[src/hw/rtl/rraa_pkg.sv]
// shared types, widths and codes of the rounded rectangle rasterizer
package rraa_pkg;

  localparam int FRAC_BITS = 6;
  localparam int ONE_Q     = 64;

  // corner math widths
  localparam int AB_W   = 14;   // ellipse axis in q6
  localparam int AX_W   = 16;   // distance from the corner center
  localparam int SQ_W   = 28;   // axis squared
  localparam int DS_W   = 32;   // distance squared
  localparam int D_W    = 33;   // dx^2 + dy^2
  localparam int PR_W   = 60;
  localparam int M_W    = 56;   // a^2 * b^2
  localparam int E_W    = 61;   // a^2*dy^2 + b^2*dx^2
  localparam int MD_W   = 61;   // partial product of a^2*b^2 and d
  localparam int RHS_W  = 89;
  localparam int CAND_W = 93;
  localparam int Q_W    = 76;
  localparam int K_W    = 15;
  localparam int ROOT_W = 34;
  localparam int DIS_W  = 17;

  localparam int BACK_STAGES = 21;
  localparam int QUEUE_DEPTH = 4;
  localparam int QPTR_W      = 2;

  typedef enum logic [1:0] {
    REGION_INTERIOR = 2'd0,
    REGION_STROKE   = 2'd1,
    REGION_ARC      = 2'd2,
    REGION_BACK     = 2'd3
  } region_t;

  localparam logic [2:0] REG_FRAME_WIDTH  = 3'd0;
  localparam logic [2:0] REG_FRAME_HEIGHT = 3'd1;
  localparam logic [2:0] REG_MARGIN       = 3'd2;
  localparam logic [2:0] REG_STROKE_WIDTH = 3'd3;
  localparam logic [2:0] REG_CORNER_RADII = 3'd4;
  localparam logic [2:0] REG_STROKE_COLOR = 3'd5;
  localparam logic [2:0] REG_BACK_COLOR   = 3'd6;

  typedef struct packed {
    logic [10:0] frame_width;
    logic [10:0] frame_height;
    logic [7:0]  margin_px;
    logic [11:0] stroke_width_q6;
    logic [31:0] corner_radii;
    logic [23:0] stroke_color;
    logic [23:0] back_color;
  } cfg_t;

  localparam cfg_t CFG_RESET = '{
    frame_width:     11'd10,
    frame_height:    11'd10,
    margin_px:       8'd1,
    stroke_width_q6: 12'd64,
    corner_radii:    32'd0,
    stroke_color:    24'h777777,
    back_color:      24'h000000
  };

  // classified pixel handed from front to back, color index 0 is blue
  typedef struct packed {
    region_t             mode;
    logic                zero;
    logic                far;
    logic [AB_W-1:0]     a;
    logic [AB_W-1:0]     b;
    logic [AB_W-1:0]     ai;
    logic [AB_W-1:0]     bi;
    logic [AX_W-1:0]     ax;
    logic [AX_W-1:0]     ay;
    logic [2:0][7:0]     fill;
  } front_item_t;

endpackage

[src/hw/rtl/rraa_queue.sv]
// short item queue between the front and the back
module rraa_queue (
  input  logic                  clk,
  input  logic                  rst_n,
  input  logic                  push_valid,
  output logic                  push_ready,
  input  rraa_pkg::front_item_t push_data,
  output logic                  pop_valid,
  input  logic                  pop_ready,
  output rraa_pkg::front_item_t pop_data
);
  import rraa_pkg::*;

  front_item_t       mem_r [QUEUE_DEPTH];
  logic [QPTR_W-1:0] wr_ptr_r, rd_ptr_r;
  logic [QPTR_W:0]   count_r, count_nxt;
  logic              push, pop;

  assign push_ready = (count_r != (QPTR_W + 1)'(QUEUE_DEPTH));
  assign pop_valid  = (count_r != '0);
  assign push       = push_valid && push_ready;
  assign pop        = pop_valid && pop_ready;
  assign pop_data   = mem_r[rd_ptr_r];

  always_comb begin
    count_nxt = count_r;
    if (push && !pop) begin
      count_nxt = count_r + 1'b1;
    end else if (pop && !push) begin
      count_nxt = count_r - 1'b1;
    end
  end

  always_ff @(posedge clk) begin
    if (!rst_n) begin
      wr_ptr_r <= '0;
      rd_ptr_r <= '0;
      count_r  <= '0;
    end else begin
      count_r <= count_nxt;
      if (push) begin
        wr_ptr_r <= wr_ptr_r + 1'b1;
      end
      if (pop) begin
        rd_ptr_r <= rd_ptr_r + 1'b1;
      end
    end
  end

  always_ff @(posedge clk) begin
    if (push) begin
      mem_r[wr_ptr_r] <= push_data;
    end
  end

endmodule

[config.mk]
export PLATFORM = sky130hd
export DESIGN_NAME = rraa_queue
export DESIGN_NICKNAME = d
export VERILOG_FILES = /design/src/hw/rtl/rraa_pkg.sv /design/src/hw/rtl/rraa_queue.sv
export SDC_FILE = /design/constraint.sdc
export NUM_CORES = 1
export LEC_CHECK = 0
export BUFFER_PORTS_ARGS = -buffer_cell sky130_fd_sc_hd__buf_2
export CORE_MARGIN = 10
export CORE_UTILIZATION = 53
export CTS_BUF_LIST = sky130_fd_sc_hd__clkbuf_8
export DETAILED_ROUTE_END_ITERATION = 16
export PLACE_DENSITY = 0.83
export SYNTH_ARGS = -nofsm -noshare
export SYNTH_HDL_FRONTEND = slang
export SYNTH_SLANG_ARGS = --single-unit
[constraint.sdc]
create_clock -name clk -period 3.8 [get_ports clk]
set_input_delay 0 -clock clk [delete_from_list [all_inputs] [get_ports clk]]
set_output_delay 0 -clock clk [all_outputs]
set_load 0.01 [all_outputs]
==> metrics.md <==
| Metric | Value |
|---|---|
| FF-to-FF path depth | 8 |
| Layout cells sized above 1 | 41.2% |
| CTS Buf Count | 74 |
| Startpoint types | register |
| Layout Area Growth over Synthesis | 25.3% |
| Max-slew headroom | 48.5% |
| Vias per cell | 5.34 |
| DRT Pass-1 Iters | 5 |
| Cells after Synth | 654 |
| Tmin final | 2.57 ns |
| Hold Crit Endpoint | mem_r[0][73]$_DFFE_PP_ |
| RSZ-0062 raised after global routing | false |
| Area of the mapped netlist | 17200 µm² |
| CTS tree | built |
| Starting density of the core | 54.0% |
| IO buf count | 237 |
| Site Rows | 65 |
| # IOs | 238 |
| Worst EP arrival | 2.57 ns |
| Tot Pwr | 13.8 mW |
| Initial antenna violation count | 5 |
| Sequential cell area fraction in the yosys report | 82.2% |
| Starting DRT DRC Count | 518 |
| H-tree levels | 3 |
| Routed len/inst | 23.0 µm |
| Skew-Pair Late Insertion Delay | 0.57 ns |
| Clock Skews | 0.0218 ns |
| Layout filler cell count | 1899 |
| Fmax | 0.389 GHz |
| Worst VDD drop | 0.000432 V |
| Remaining global-route overflow | 0 |
| Setup TNS | 0 ns |
| First-pass GRT wire length | 54.5 mm |
| Final Util | 67.7% |
| RePlAce Congestion | 0.735 |
| R2R Setup Slk | 1.47 ns |
| CP Buf/Inv Count | 2 |
| Cts repair resizes | 0 |
| Nets | 1195 |
| CP Data Required Time | 3.80 ns |
| Core Area | 31800 µm² |
| Leading cell type in the layout, fill and taps excluded | edfxtp_1 |
| CP cell instances | buf_12 > mux4_2 > buf_2 |
| DRC viols | 0 |
| # clock sinks | 473 |
| Largest net degree at the start of global routing | 117 |
| GR Util All Layers | 18.0% |
| Synth warn | 0 |
| Pwr/cell area | 643 nW/µm² |
| Most frequent cells in the layout | edfxtp_1, buf_2, dlygate4sd3_1 |
| Die height | 200 µm |
| Final setup vio count | 0 |
| Least-Margin Pin Slew | 0.772 ns |
| Hold path start | push_data[73] |
| Outcome | finished clean |
| Clock transition at path regs | 0.06 ns |
| Die Wd | 200 µm |
| Netlist cell types | 22 |
| Worst r2r dst | count_r[2]$_SDFFE_PN0P_ |
| ANT nets after route | 0 |
| Critical Path Fanout Max | 48 |
| Worst Hold Class | primary input to register |
| Synthesized net count | 780 |
| Vias in the first global route | 9080 |
| DIE AREA | 40000 µm² |
| Cell leakage power | 7.37 nW |
| Avg Cell Area, Syn | 26.3 µm² |
| CTS max path bufs | 3 |
| Pins over their slew limit | 0 |
| Vias | 8327 |
| Hold Path Cell Cnt | 2 |
| CP peak stage delay | 0.76 ns |
| R2r startpoint | count_r[0]$_SDFFE_PN0P_ |
| Clk root buf | clkbuf_8 |
| Fin. Hold Viols | 0 |
| Placed cells | 1309 |
| Critical path class | register to output port |
| Non-filler instance count after layout | 1560 |
| WL final | 35.9 mm |
| Final worst-path cycle share | 67.6% |
| Slowest CP cell | dfxtp_4 |
| Maxcap violations | 0 |
| Endpoint type of the worst setup path | output port |
| Synthesized flop and latch total | 473 |
| Detailed placement HPWL | 21.1 mm |
| Setup Buffers After CTS | 0 |
| Crit-path leading delay family | flip-flops |
## through the flow
stage,cell area [µm²],setup WS (ns),hold WS (ns)
floorplan,17200,1.10,0.0989
CTS,21500,1.14,0.134
finish,21500,1.23,0.183
detailed placement,18900,1.45,0.218
global placement,18900,1.51,0.210
global route,21500,1.00,0.145
## worst reg2reg max path: stages (launching register included)
cell and delay [ns]:
dfxtp_1 0.44, nor2_1 0.10, a21boi_2 0.33, ha_1 0.24, inv_1 0.06, fa_1 0.39, xor2_1 0.18, or3_1 0.30
a21boi_0 0.19
## cells by family (layout without fill, tap and decap cells)
| kind of cell | Yosys count | count (layout) | share of synthesized area [%] |
|---|---|---|---|
| and+or+nand+nor | 17 | 17 | 0.532 |
| buffers and inverters | 30 | 497 | 1.01 |
| AOI/OAI and AO/OA | 5 | 5 | 0.233 |
| muxes | 119 | 119 | 15.4 |
| adders and majority gates | 6 | 6 | 0.481 |
| xor gates and xnor gates | 4 | 4 | 0.204 |
| DFF | 473 | 473 | 82.2 |
| other | 0 | 4 | 0 |
## synth_stat cells
| cell type | instances | area (µm²) |
|---|---|---|
| nor2b_1 | 1 | 6.26 |
| a21boi_0 | 1 | 7.51 |
| clkbuf_1 | 8 | 30.0 |
| buf_6 | 6 | 67.6 |
| o31ai_1 | 1 | 7.51 |
| xnor2_1 | 3 | 26.3 |
| ha_1 | 5 | 62.6 |
| xor2_1 | 1 | 8.76 |
| inv_1 | 3 | 11.3 |
| fa_1 | 1 | 20.0 |
| a21boi_2 | 1 | 11.3 |
| dfxtp_1 | 9 | 180 |
| mux2i_1 | 3 | 30.0 |
| nand2_1 | 5 | 18.8 |
| nor2_1 | 1 | 3.75 |
| edfxtp_1 | 464 | 13900 |
| o21ai_0 | 1 | 5.00 |
| or3_1 | 2 | 12.5 |
| and2_1 | 8 | 50.1 |
| mux4_2 | 116 | 2610 |
| buf_2 | 13 | 65.1 |
| o311ai_0 | 1 | 8.76 |
## where the power goes
part / leakage, nW / internal [mW] / switching (mW)
clock: 0.787 / 2.17 / 1.87
sequential: 4.33 / 6.34 / 0.256
combinational: 2.25 / 1.58 / 1.63
total: 7.37 / 10.1 / 3.76
## per-layer routing
layer | global-route usage (%) | routed length [µm]
met5 | 0.127 | 34
met4 | 5.10 | 610
met3 | 5.51 | 2860
met2 | 28.7 | 17900
met1 | 23.7 | 14400
## how the worst max path moves through the flow
stage               slack [ns]                      to               startpoint  cells past startpoint
finish                    1.23            pop_data[36]                 register                      3
global route              1.00            pop_data[41]                 register                      3
CTS                       1.14            pop_data[41]                 register                      3
detailed placement        1.45  mem_r[0][49]$_DFFE_PP_  count_r[0]$_SDFFE_PN0P_                      4
global placement          1.51  mem_r[0][49]$_DFFE_PP_  count_r[0]$_SDFFE_PN0P_                      4
floorplan                 1.10   mem_r[0][0]$_DFFE_PP_  count_r[0]$_SDFFE_PN0P_                      3
## state kept, by name, indices dropped and copies added (netlist names), named ones only
register and count:
mem_r 464, count_r 3, rd_ptr_r 2, wr_ptr_r 2
## repair_timing
| action | in CTS | in global routing |
|---|---|---|
| endpoints found under the setup margin | 0 | 0 |
| hold endpoints to repair | 473 | 0 |
| hold buffers | 119 | 0 |
## layout make-up
type	instances	area (µm²)	share of cell area (%)
flip-flops and latches	473	14100	65.6
multi-input cells	151	2900	13.5
repair buffers	366	2540	11.8
clock buffers	78	1070	4.99
well taps	435	544	2.53
clock inverters	50	327	1.52
inverters	3	11.3	0.0523
diodes	4	10.0	0.0465
No activity file was read; power rests on OpenSTA's default activity.
