===== config.mk =====
export PLATFORM = sky130hd
export DESIGN_NAME = rraa_front
export DESIGN_NICKNAME = d
export VERILOG_FILES = /design/src/hw/rtl/rraa_pkg.sv /design/src/hw/rtl/rraa_front.sv
export SDC_FILE = /design/constraint.sdc
export NUM_CORES = 1
export LEC_CHECK = 0
export BUFFER_PORTS_ARGS = -buffer_cell sky130_fd_sc_hd__buf_2
export CORE_ASPECT_RATIO = 1.75
export CORE_MARGIN = 2
export CORE_UTILIZATION = 30
export CTS_CLUSTER_DIAMETER = 80
export CTS_CLUSTER_SIZE = 12
export DETAILED_ROUTE_END_ITERATION = 7
export PLACE_DENSITY_LB_ADDON = 0.25
export RECOVER_POWER = 100
export SLEW_MARGIN = 40
export SYNTH_ARGS = -nofsm -noshare
export SYNTH_HDL_FRONTEND = slang
export SYNTH_SLANG_ARGS = --single-unit
export TNS_END_PERCENT = 30

===== constraint.sdc =====
create_clock -name clk -period 11.6 [get_ports clk]
set_input_delay 0 -clock clk [delete_from_list [all_inputs] [get_ports clk]]
set_output_delay 0 -clock clk [all_outputs]
set_load 0.03 [all_outputs]

===== src/hw/rtl/rraa_pkg.sv =====
// shared types, widths and codes of the rounded rectangle rasterizer
package rraa_pkg;

  localparam int FRAC_BITS = 6;
  localparam int ONE_Q     = 64;

  // corner math widths
  localparam int AB_W   = 14;   // ellipse axis in q6
  localparam int AX_W   = 16;   // distance from the corner center
  localparam int SQ_W   = 28;   // axis squared
  localparam int DS_W   = 32;   // distance squared
  localparam int D_W    = 33;   // dx^2 + dy^2
  localparam int PR_W   = 60;
  localparam int M_W    = 56;   // a^2 * b^2
  localparam int E_W    = 61;   // a^2*dy^2 + b^2*dx^2
  localparam int MD_W   = 61;   // partial product of a^2*b^2 and d
  localparam int RHS_W  = 89;
  localparam int CAND_W = 93;
  localparam int Q_W    = 76;
  localparam int K_W    = 15;
  localparam int ROOT_W = 34;
  localparam int DIS_W  = 17;

  localparam int BACK_STAGES = 21;
  localparam int QUEUE_DEPTH = 4;
  localparam int QPTR_W      = 2;

  typedef enum logic [1:0] {
    REGION_INTERIOR = 2'd0,
    REGION_STROKE   = 2'd1,
    REGION_ARC      = 2'd2,
    REGION_BACK     = 2'd3
  } region_t;

  localparam logic [2:0] REG_FRAME_WIDTH  = 3'd0;
  localparam logic [2:0] REG_FRAME_HEIGHT = 3'd1;
  localparam logic [2:0] REG_MARGIN       = 3'd2;
  localparam logic [2:0] REG_STROKE_WIDTH = 3'd3;
  localparam logic [2:0] REG_CORNER_RADII = 3'd4;
  localparam logic [2:0] REG_STROKE_COLOR = 3'd5;
  localparam logic [2:0] REG_BACK_COLOR   = 3'd6;

  typedef struct packed {
    logic [10:0] frame_width;
    logic [10:0] frame_height;
    logic [7:0]  margin_px;
    logic [11:0] stroke_width_q6;
    logic [31:0] corner_radii;
    logic [23:0] stroke_color;
    logic [23:0] back_color;
  } cfg_t;

  localparam cfg_t CFG_RESET = '{
    frame_width:     11'd10,
    frame_height:    11'd10,
    margin_px:       8'd1,
    stroke_width_q6: 12'd64,
    corner_radii:    32'd0,
    stroke_color:    24'h777777,
    back_color:      24'h000000
  };

  // classified pixel handed from front to back, color index 0 is blue
  typedef struct packed {
    region_t             mode;
    logic                zero;
    logic                far;
    logic [AB_W-1:0]     a;
    logic [AB_W-1:0]     b;
    logic [AB_W-1:0]     ai;
    logic [AB_W-1:0]     bi;
    logic [AX_W-1:0]     ax;
    logic [AX_W-1:0]     ay;
    logic [2:0][7:0]     fill;
  } front_item_t;

endpackage


===== src/hw/rtl/rraa_front.sv =====
// front end: region classification and corner geometry per pixel
module rraa_front #(
  parameter int COORD_BITS = 10
) (
  input  logic                      clk,
  input  logic                      rst_n,
  input  rraa_pkg::cfg_t            cfg,
  input  logic                      in_valid,
  output logic                      in_ready,
  input  logic [COORD_BITS-1:0]     pixel_x,
  input  logic [COORD_BITS-1:0]     pixel_y,
  input  logic [7:0]                inner_red,
  input  logic [7:0]                inner_green,
  input  logic [7:0]                inner_blue,
  output logic                      out_valid,
  input  logic                      out_ready,
  output rraa_pkg::front_item_t     out_item
);
  import rraa_pkg::*;

  localparam int GW = ((COORD_BITS > 11) ? COORD_BITS : 11) + FRAC_BITS + 3;
  localparam logic signed [GW-1:0] ONEQ  = GW'(ONE_Q);
  localparam logic signed [GW-1:0] FMASK = GW'(ONE_Q - 1);

  function automatic logic signed [GW-1:0] flr(input logic signed [GW-1:0] v);
    return v & ~FMASK;
  endfunction

  function automatic logic signed [GW-1:0] cel(input logic signed [GW-1:0] v);
    return flr(v + FMASK);
  endfunction

  logic signed [GW-1:0] ux, uy, lum, sw, swc, uw, uh, r1, r2, r3, r4;
  logic signed [GW-1:0] tw, th, rx1, ry1, cxs, cys, ccx, ccy;
  logic signed [GW-1:0] dx, dy, adx, ady, ti, tj;
  region_t     mode;
  front_item_t item_nxt, item_r;
  logic        valid_r, valid_nxt;

  assign ux  = $signed(GW'(pixel_x) << FRAC_BITS);
  assign uy  = $signed(GW'(pixel_y) << FRAC_BITS);
  assign lum = $signed(GW'(cfg.margin_px) << FRAC_BITS);
  assign sw  = $signed(GW'(cfg.stroke_width_q6));
  assign swc = cel(sw);
  assign uw  = $signed(GW'(cfg.frame_width) << FRAC_BITS);
  assign uh  = $signed(GW'(cfg.frame_height) << FRAC_BITS);
  assign r1  = $signed(GW'(cfg.corner_radii[31:24]) << FRAC_BITS);
  assign r2  = $signed(GW'(cfg.corner_radii[23:16]) << FRAC_BITS);
  assign r3  = $signed(GW'(cfg.corner_radii[15:8]) << FRAC_BITS);
  assign r4  = $signed(GW'(cfg.corner_radii[7:0]) << FRAC_BITS);

  // top-left corner is limited by the frame minus the stroke
  assign tw  = uw - sw;
  assign th  = uh - sw;
  assign rx1 = (tw < 0) ? '0 : ((tw < r1) ? tw : r1);
  assign ry1 = (th < 0) ? '0 : ((th < r1) ? th : r1);

  always_comb begin
    mode = REGION_INTERIOR;
    cxs  = '0;
    cys  = '0;
    ccx  = '0;
    ccy  = '0;
    if (ux < cel(rx1 + lum) && uy < cel(ry1 + lum)) begin
      mode = REGION_ARC;
      cxs  = rx1;
      cys  = ry1;
      ccx  = rx1 - ONEQ + lum;
      ccy  = ry1 - ONEQ + lum;
    end else if (ux > cel(uw - r2 - lum) && uy < cel(r2 + lum)) begin
      mode = REGION_ARC;
      cxs  = r2;
      cys  = r2;
      ccx  = uw - r2 - lum;
      ccy  = r2 - ONEQ + lum;
    end else if (ux > cel(uw - r3 - lum) && uy > flr(uh - r3 - lum)) begin
      mode = REGION_ARC;
      cxs  = r3;
      cys  = r3;
      ccx  = uw - r3 - lum;
      ccy  = uh - r3 - lum;
    end else if (ux < cel(r4 + lum) && uy > flr(uh - r4 - lum)) begin
      mode = REGION_ARC;
      cxs  = r4;
      cys  = r4;
      ccx  = r4 - ONEQ + lum;
      ccy  = uh - r4 - lum;
    end else if (uy < swc - ONEQ + lum) begin
      mode = (uy < lum - ONEQ) ? REGION_BACK : REGION_STROKE;
    end else if (ux > uw - swc - lum) begin
      mode = (ux > uw - lum) ? REGION_BACK : REGION_STROKE;
    end else if (uy > uh - swc - lum) begin
      mode = (uy > uh - lum) ? REGION_BACK : REGION_STROKE;
    end else if (ux < swc - ONEQ + lum) begin
      mode = (ux < lum - ONEQ) ? REGION_BACK : REGION_STROKE;
    end
  end

  assign dx  = ux - ccx;
  assign dy  = uy - ccy;
  assign adx = (dx < 0) ? -dx : dx;
  assign ady = (dy < 0) ? -dy : dy;
  assign ti  = cxs - sw;
  assign tj  = cys - sw;

  always_comb begin
    item_nxt.mode    = mode;
    item_nxt.zero    = (adx == 0) && (ady == 0);
    item_nxt.far     = (|adx[GW-1:AX_W]) || (|ady[GW-1:AX_W]);
    item_nxt.a       = cxs[AB_W-1:0];
    item_nxt.b       = cys[AB_W-1:0];
    item_nxt.ai      = (ti < 0) ? '0 : ti[AB_W-1:0];
    item_nxt.bi      = (tj < 0) ? '0 : tj[AB_W-1:0];
    item_nxt.ax      = adx[AX_W-1:0];
    item_nxt.ay      = ady[AX_W-1:0];
    item_nxt.fill[0] = inner_blue;
    item_nxt.fill[1] = inner_green;
    item_nxt.fill[2] = inner_red;
  end

  assign in_ready  = !valid_r || out_ready;
  assign valid_nxt = (in_valid && in_ready) || (valid_r && !out_ready);

  always_ff @(posedge clk) begin
    if (!rst_n) begin
      valid_r <= 1'b0;
    end else begin
      valid_r <= valid_nxt;
    end
  end

  always_ff @(posedge clk) begin
    if (in_valid && in_ready) begin
      item_r <= item_nxt;
    end
  end

  assign out_valid = valid_r;
  assign out_item  = item_r;

endmodule


==> impl_metrics.ini, run 1 <==
[outcome]
status = finished, violations left
violations = max-capacitance violations, max-slew violations

[clock_tree]
cts_buffer_depth = 2
cts_tree = done
cts_max_level = 4
clk_pin_slew_ps = 60
worst_skew_pair.late_latency_ps = 450
root_buffer = clkbuf_16
clock-sinks = 115
numCtsBuffers = 17

[die]
dieWidth_um = 212
die_area_um2 = 77800
coreArea_um2 = 74900
io_pins = 288
placementRows = 133
die_h_um = 367
initial_utilization_pct = 30.2

[synth]
syn_avg_cell_area_um2 = 8.23
synthArstFlopShare_pct = 0
netlist_area_um2 = 22600
synth_edf_count = 114
synth_seq_cells = 115
synth_cells = 2753
ys_warn_count = 0
ys_seq_area_share_pct = 15.2
synthDistinctLibCells = 99
synthFlopType = edfxtp_1

[worst_setup_path]
worstSetupPathDepth = 53
reg2reg_slack_ps = 5640
slowest_delay_ps = 560
r2r-end = out_item[91]
crit_path_top_delay_cell = o21a_1
critPathKind = input pin to flip-flop
worstSetupEndpointType = flip-flop
crit_fanout = 20
path_buf_inv = 5
worstPathRequired_ps = 11880
startpoint_type = input pin
r2r-start = out_valid
cp-startpoint = cfg[86]
cp.arrival_ps = 11130
r2r_cells = 3
endpoint = out_item[113]
crit_family = compound AO/OA/AOI/OAI gates

[timing]
worst_pin_slew_ps = 3880
rsz0062_at_grt = false
tns_ps = 0
skew_ps = 22.0
timing.fmax_mhz = 92.2
finalCriticalPeriod_ps = 10850
slew_headroom_pct = -159
fin_crit_sh_pct = 93.5
setup_viol = 0
maxSlewViolCount = 117
hold_violations = 0

[power_and_ir_drop]
clkPwrFrac_pct = 11.3
power_switching_uw = 2500
intPower_uw = 2330
vdd.ir_drop.worst_mv = 0.134
p_seq_share_pct = 14.3
powerDensity_nw_per_um2 = 185
swShare_pct = 51.7
p_comb_share_pct = 74.4
p_leak_uw = 0.0119

[finish]
final_common_cell = ha_1
fin_nets = 3718
layout_common_cells = ha_1 (448), inv_1 (241), a21oi_1 (218)
drive_gt1_share_pct = 8.90
syn2layout_area_growth_pct = 15.4
final_cells = 4037

[placed_design]
place_inst = 3976
gp_congestion = 0.951
dp_hpwl_mm = 76.6
port_buffers = 239

[worst_hold_path]
holdCritPathClass = input pin to flip-flop
worstHoldStart = cfg[81]

[route]
viasPerCell = 5.49
drc_errors = 0
wl_per_cell_um = 23.1
drt_iter0_drc = 1049
vias = 22200
drtAntennaViolNets = 0
first_pass_iters = 5
wirelength_mm = 93.4

[global_routing]
grtUsageTotal_pct = 23.7
grt_pass1_wl_mm = 136
grt_remaining_overflow = 0
grt_pass1_vias = 22100
grt_max_degree = 69
antenna_found_initial = 6

[run]
drv_cap = 2
-- metrics by stage --
step | hold slack [ps] | setup WS, ps | util [%] | area, µm² | total power, µW
floorplan | 98.9 | 515 | - | 22700 | 3290
global placement | 177 | 625 | 34.0 | 25400 | 4300
detailed placement | 178 | 429 | 34.0 | 25400 | 4310
CTS | 145 | 826 | 35.1 | 26300 | 4890
global route | 199 | 13.0 | 34.9 | 26100 | 5260
finish | 171 | 752 | 34.9 | 26100 | 4840
-- layout make-up --
| class | instances | area, µm² |
|---|---|---|
| well taps | 945 | 1180 |
| repair buffers | 348 | 1890 |
| clock inverters | 15 | 183 |
| multi-input cells | 2354 | 18100 |
| inverters | 241 | 905 |
| clock buffers | 17 | 425 |
| flip-flops and latches | 115 | 3440 |
| fillers | 7968 | 48700 |
| diodes | 2 | 5.00 |
-- power by group through the flow --
stage / logic (µW) / registers [µW] / clock network (µW)
CTS: 3640 / 688 / 560
global route: 3980 / 703 / 574
detailed placement: 3620 / 696 / 0
global placement: 3610 / 696 / 0
floorplan: 2380 / 908 / 0
finish: 3600 / 692 / 546
-- layer usage --
layer  GRT usage [%]  part of all wire [%]
met1            24.0                    36
met2            45.6                    53
met3            2.23                   3.5
met4            15.2                   7.4
met5               0                 0.041
-- worst min path at each step --
stage,endpoint,slack (ps),cells past startpoint
after floorplan,out_item[0],100,0
after global placement,out_item[18],180,1
after detailed placement,out_item[20],180,1
after CTS,out_item[57],140,3
after global routing,out_item[57],200,3
final,out_item[57],170,3
-- synth_stat cells (9+ instances only) --
| master | number | share of area (%) |
|---|---|---|
| o31ai_1 | 11 | 0.36 |
| a21o_1 | 102 | 3.4 |
| a311oi_1 | 26 | 1.0 |
| and3_1 | 27 | 0.75 |
| or3_1 | 20 | 0.55 |
| a211oi_1 | 37 | 1.2 |
| a31oi_1 | 32 | 0.88 |
| nand4_1 | 33 | 0.91 |
| buf_2 | 12 | 0.27 |
| inv_1 | 241 | 4.0 |
| a211o_1 | 27 | 1.0 |
| a22oi_1 | 9 | 0.30 |
| a21oi_1 | 218 | 4.8 |
| clkbuf_1 | 41 | 0.68 |
| o21a_1 | 50 | 1.7 |
| nor3_1 | 76 | 1.7 |
| edfxtp_1 | 114 | 15 |
| o211ai_1 | 21 | 0.70 |
| nor2b_1 | 60 | 1.7 |
| or2_2 | 9 | 0.25 |
| and2_1 | 14 | 0.39 |
| nor2_1 | 204 | 3.4 |
| ha_1 | 448 | 25 |
| o21ai_0 | 147 | 3.2 |
| nand2_1 | 107 | 1.8 |
| nand3_1 | 61 | 1.3 |
| xor2_1 | 87 | 3.4 |
| nand2b_1 | 61 | 1.7 |
| fa_1 | 23 | 2.0 |
| nor4_1 | 12 | 0.33 |
| xnor2_1 | 195 | 7.5 |
| o21bai_1 | 40 | 1.3 |
-- worst reg2reg max path, stage by stage, from the launching register on --
cell	delay (ps)
dfxtp_1	310
nand2b_1	90
and2_0	2140
clkbuf_1	2880
-- logic make-up after synthesis --
family,Yosys count,share of synthesized area [%]
AOI/OAI and AO/OA,838,24.9
and+or+nand+nor,732,16.6
adders and majority gates,471,26.8
buffers and inverters,307,5.37
xor gates and xnor gates,283,11.0
DFF,115,15.2
muxes,5,0.221
other,2,0.0332
-- sequential cells by signal (all words and copies together) (netlist names) --
register,cells
out_valid,1
out_item,114
-- repair_timing --
action | 4_1_cts | 5_1_grt
buffers inserted | 0 | 0
hold buffers | 26 | 0
endpoints found under the hold margin | 25 | 0
endpoints found under the setup margin | 0 | 14
resized for setup | 0 | 4
Note: power is estimated with default switching activity, not from simulation.
==> inputs of run 2 (changes only) <==
--- a/config.mk
+++ b/config.mk
@@ -13,7 +13,6 @@
 export CTS_CLUSTER_SIZE = 12
 export DETAILED_ROUTE_END_ITERATION = 7
 export PLACE_DENSITY_LB_ADDON = 0.25
-export RECOVER_POWER = 100
 export SLEW_MARGIN = 40
 export SYNTH_ARGS = -nofsm -noshare
 export SYNTH_HDL_FRONTEND = slang
==> run 2 against run 1 <==
Effect of this change: the flow now finishes without violations; total power rose by 0.74%; routed wire length fell by 0.18%; first-iteration DRC count increased by 0.29%; non-clock buffer count did not move; critical path type unchanged; largest power group unchanged.
==> impl_metrics.ini, run 2 (same netlist as run 1, synthesis figures left out) <==
[worst_hold_path]
holdCritPathClass = input pin to flip-flop
worstHoldStart = cfg[81]
holdPathEnd = out_item[57]
hold_depth = 3

[die]
die_h_um = 367
initial_utilization_pct = 30.2
dieWidth_um = 212
io_pins = 288
die_area_um2 = 77800
coreArea_um2 = 74900
placementRows = 133

[timing]
timing.fmax_mhz = 93.7
setup_viol = 0
tns_ps = 0
skew_ps = 21.1
hold_violations = 0
worst_pin_slew_ps = 868
rsz0062_at_grt = false
finalCriticalPeriod_ps = 10670
slew_headroom_pct = 41.5
fin_crit_sh_pct = 92.0
maxSlewViolCount = 0

[route]
viasPerCell = 5.48
wl_per_cell_um = 23.1
drt_iter0_drc = 1052
wirelength_mm = 93.3
drtAntennaViolNets = 0
first_pass_iters = 5
vias = 22100
drc_errors = 0

[worst_setup_path]
worstSetupEndpointType = flip-flop
worstPathRequired_ps = 11880
startpoint_type = input pin
slowest_delay_ps = 440
cp.arrival_ps = 10950
r2r-start = out_valid
critPathKind = input pin to flip-flop
reg2reg_slack_ps = 9600
r2r_cells = 3
crit_fanout = 20
r2r-end = out_item[91]
crit_path_top_delay_cell = nor4_1

[run]
drv_cap = 0

[power_and_ir_drop]
p_total_uw = 4870
vdd.ir_drop.worst_mv = 0.133
p_leak_uw = 0.0123
powerDensity_nw_per_um2 = 185

[finish]
layout_common_cells = ha_1 (448), inv_1 (241), buf_2 (239)
nFillCells = 7921
drive_gt1_share_pct = 13.2
final_common_cell = ha_1
syn2layout_area_growth_pct = 16.3
largest_reg_flops = 114
multi_input_area_um2 = 18100
seq_area_um2 = 3440
fin_nets = 3718

[global_routing]
grt_pass1_vias = 22100
antenna_found_initial = 6
grtUsageTotal_pct = 23.7
grt_remaining_overflow = 0
grt_pass1_wl_mm = 136
grt_max_degree = 69

[clock_tree]
worst_skew_pair.late_latency_ps = 450
clock-sinks = 115
cts_buffer_depth = 2
cts_tree = done
root_buffer = clkbuf_16
clk_pin_slew_ps = 60
numCtsBuffers = 17
cts_max_level = 4

[placed_design]
gp_congestion = 0.951
port_buffers = 239
dp_hpwl_mm = 76.6

[outcome]
status = finished, final reports clean
-- run 2: worst max-delay path: cells and delay by family --
| kind | cells | cell delay [ps] |
|---|---|---|
| and+or+nand+nor | 12 | 2690 |
| xor gates and xnor gates | 3 | 430 |
| AOI/OAI and AO/OA | 27 | 5100 |
| buffers and inverters | 6 | 1040 |
| adders and majority gates | 5 | 1620 |
-- run 2: final cells by class --
class	instances	share of cell area, %
clock inverters	15	0.693
multi-input cells	2354	68.8
clock buffers	17	1.61
repair buffers	348	7.91
diodes	2	0.0190
well taps	945	4.49
inverters	241	3.43
flip-flops and latches	115	13.1
-- run 2: power breakdown --
part	switching [µW]	internal, µW
Sequential	32.2	653
Combinational	2260	1380
Clock	207	339
Total	2500	2370
-- run 2: worst max path at each step --
stage                       start             to  slack, ps  depth (start not counted)
after global placement    cfg[86]  out_item[113]        630                         53
after global routing      cfg[86]  out_item[113]         30                         52
after CTS                 cfg[86]  out_item[113]        830                         53
after detailed placement  cfg[86]  out_item[113]        430                         53
after floorplan           cfg[84]  out_item[113]        520                         56
final                     cfg[86]  out_item[113]        930                         53
-- run 2: timing repair --
item,CTS,global route
endpoints found under the setup margin,0,14
hold buffers,26,0
buffers inserted,0,0
gates resized for setup,0,4
endpoints found under the hold margin,25,0
-- run 2: per-layer routing --
layer	routed length (µm)	GRT usage (%)	vias to the layer above	share of wire (%)
li1	-	-	10700	-
met1	33900	24.0	10500	36
met2	49000	45.6	667	53
met3	3310	2.23	237	3.5
met4	7030	15.2	6	7.5
met5	38	0	-	0.041
-- run 2: per-stage QoR --
| step | utilization, % | worst slack [ps] | hold slack (ps) | instance area, µm² | instances |
|---|---|---|---|---|---|
| finish | 35.2 | 933 | 174 | 26300 | 4037 |
| detailed placement | 34.0 | 429 | 178 | 25400 | 3976 |
| global placement | 34.0 | 625 | 177 | 25400 | 3976 |
| floorplan | - | 515 | 98.9 | 22700 | 2775 |
| CTS | 35.1 | 826 | 145 | 26300 | 4034 |
| global route | 35.2 | 25.4 | 199 | 26300 | 4036 |
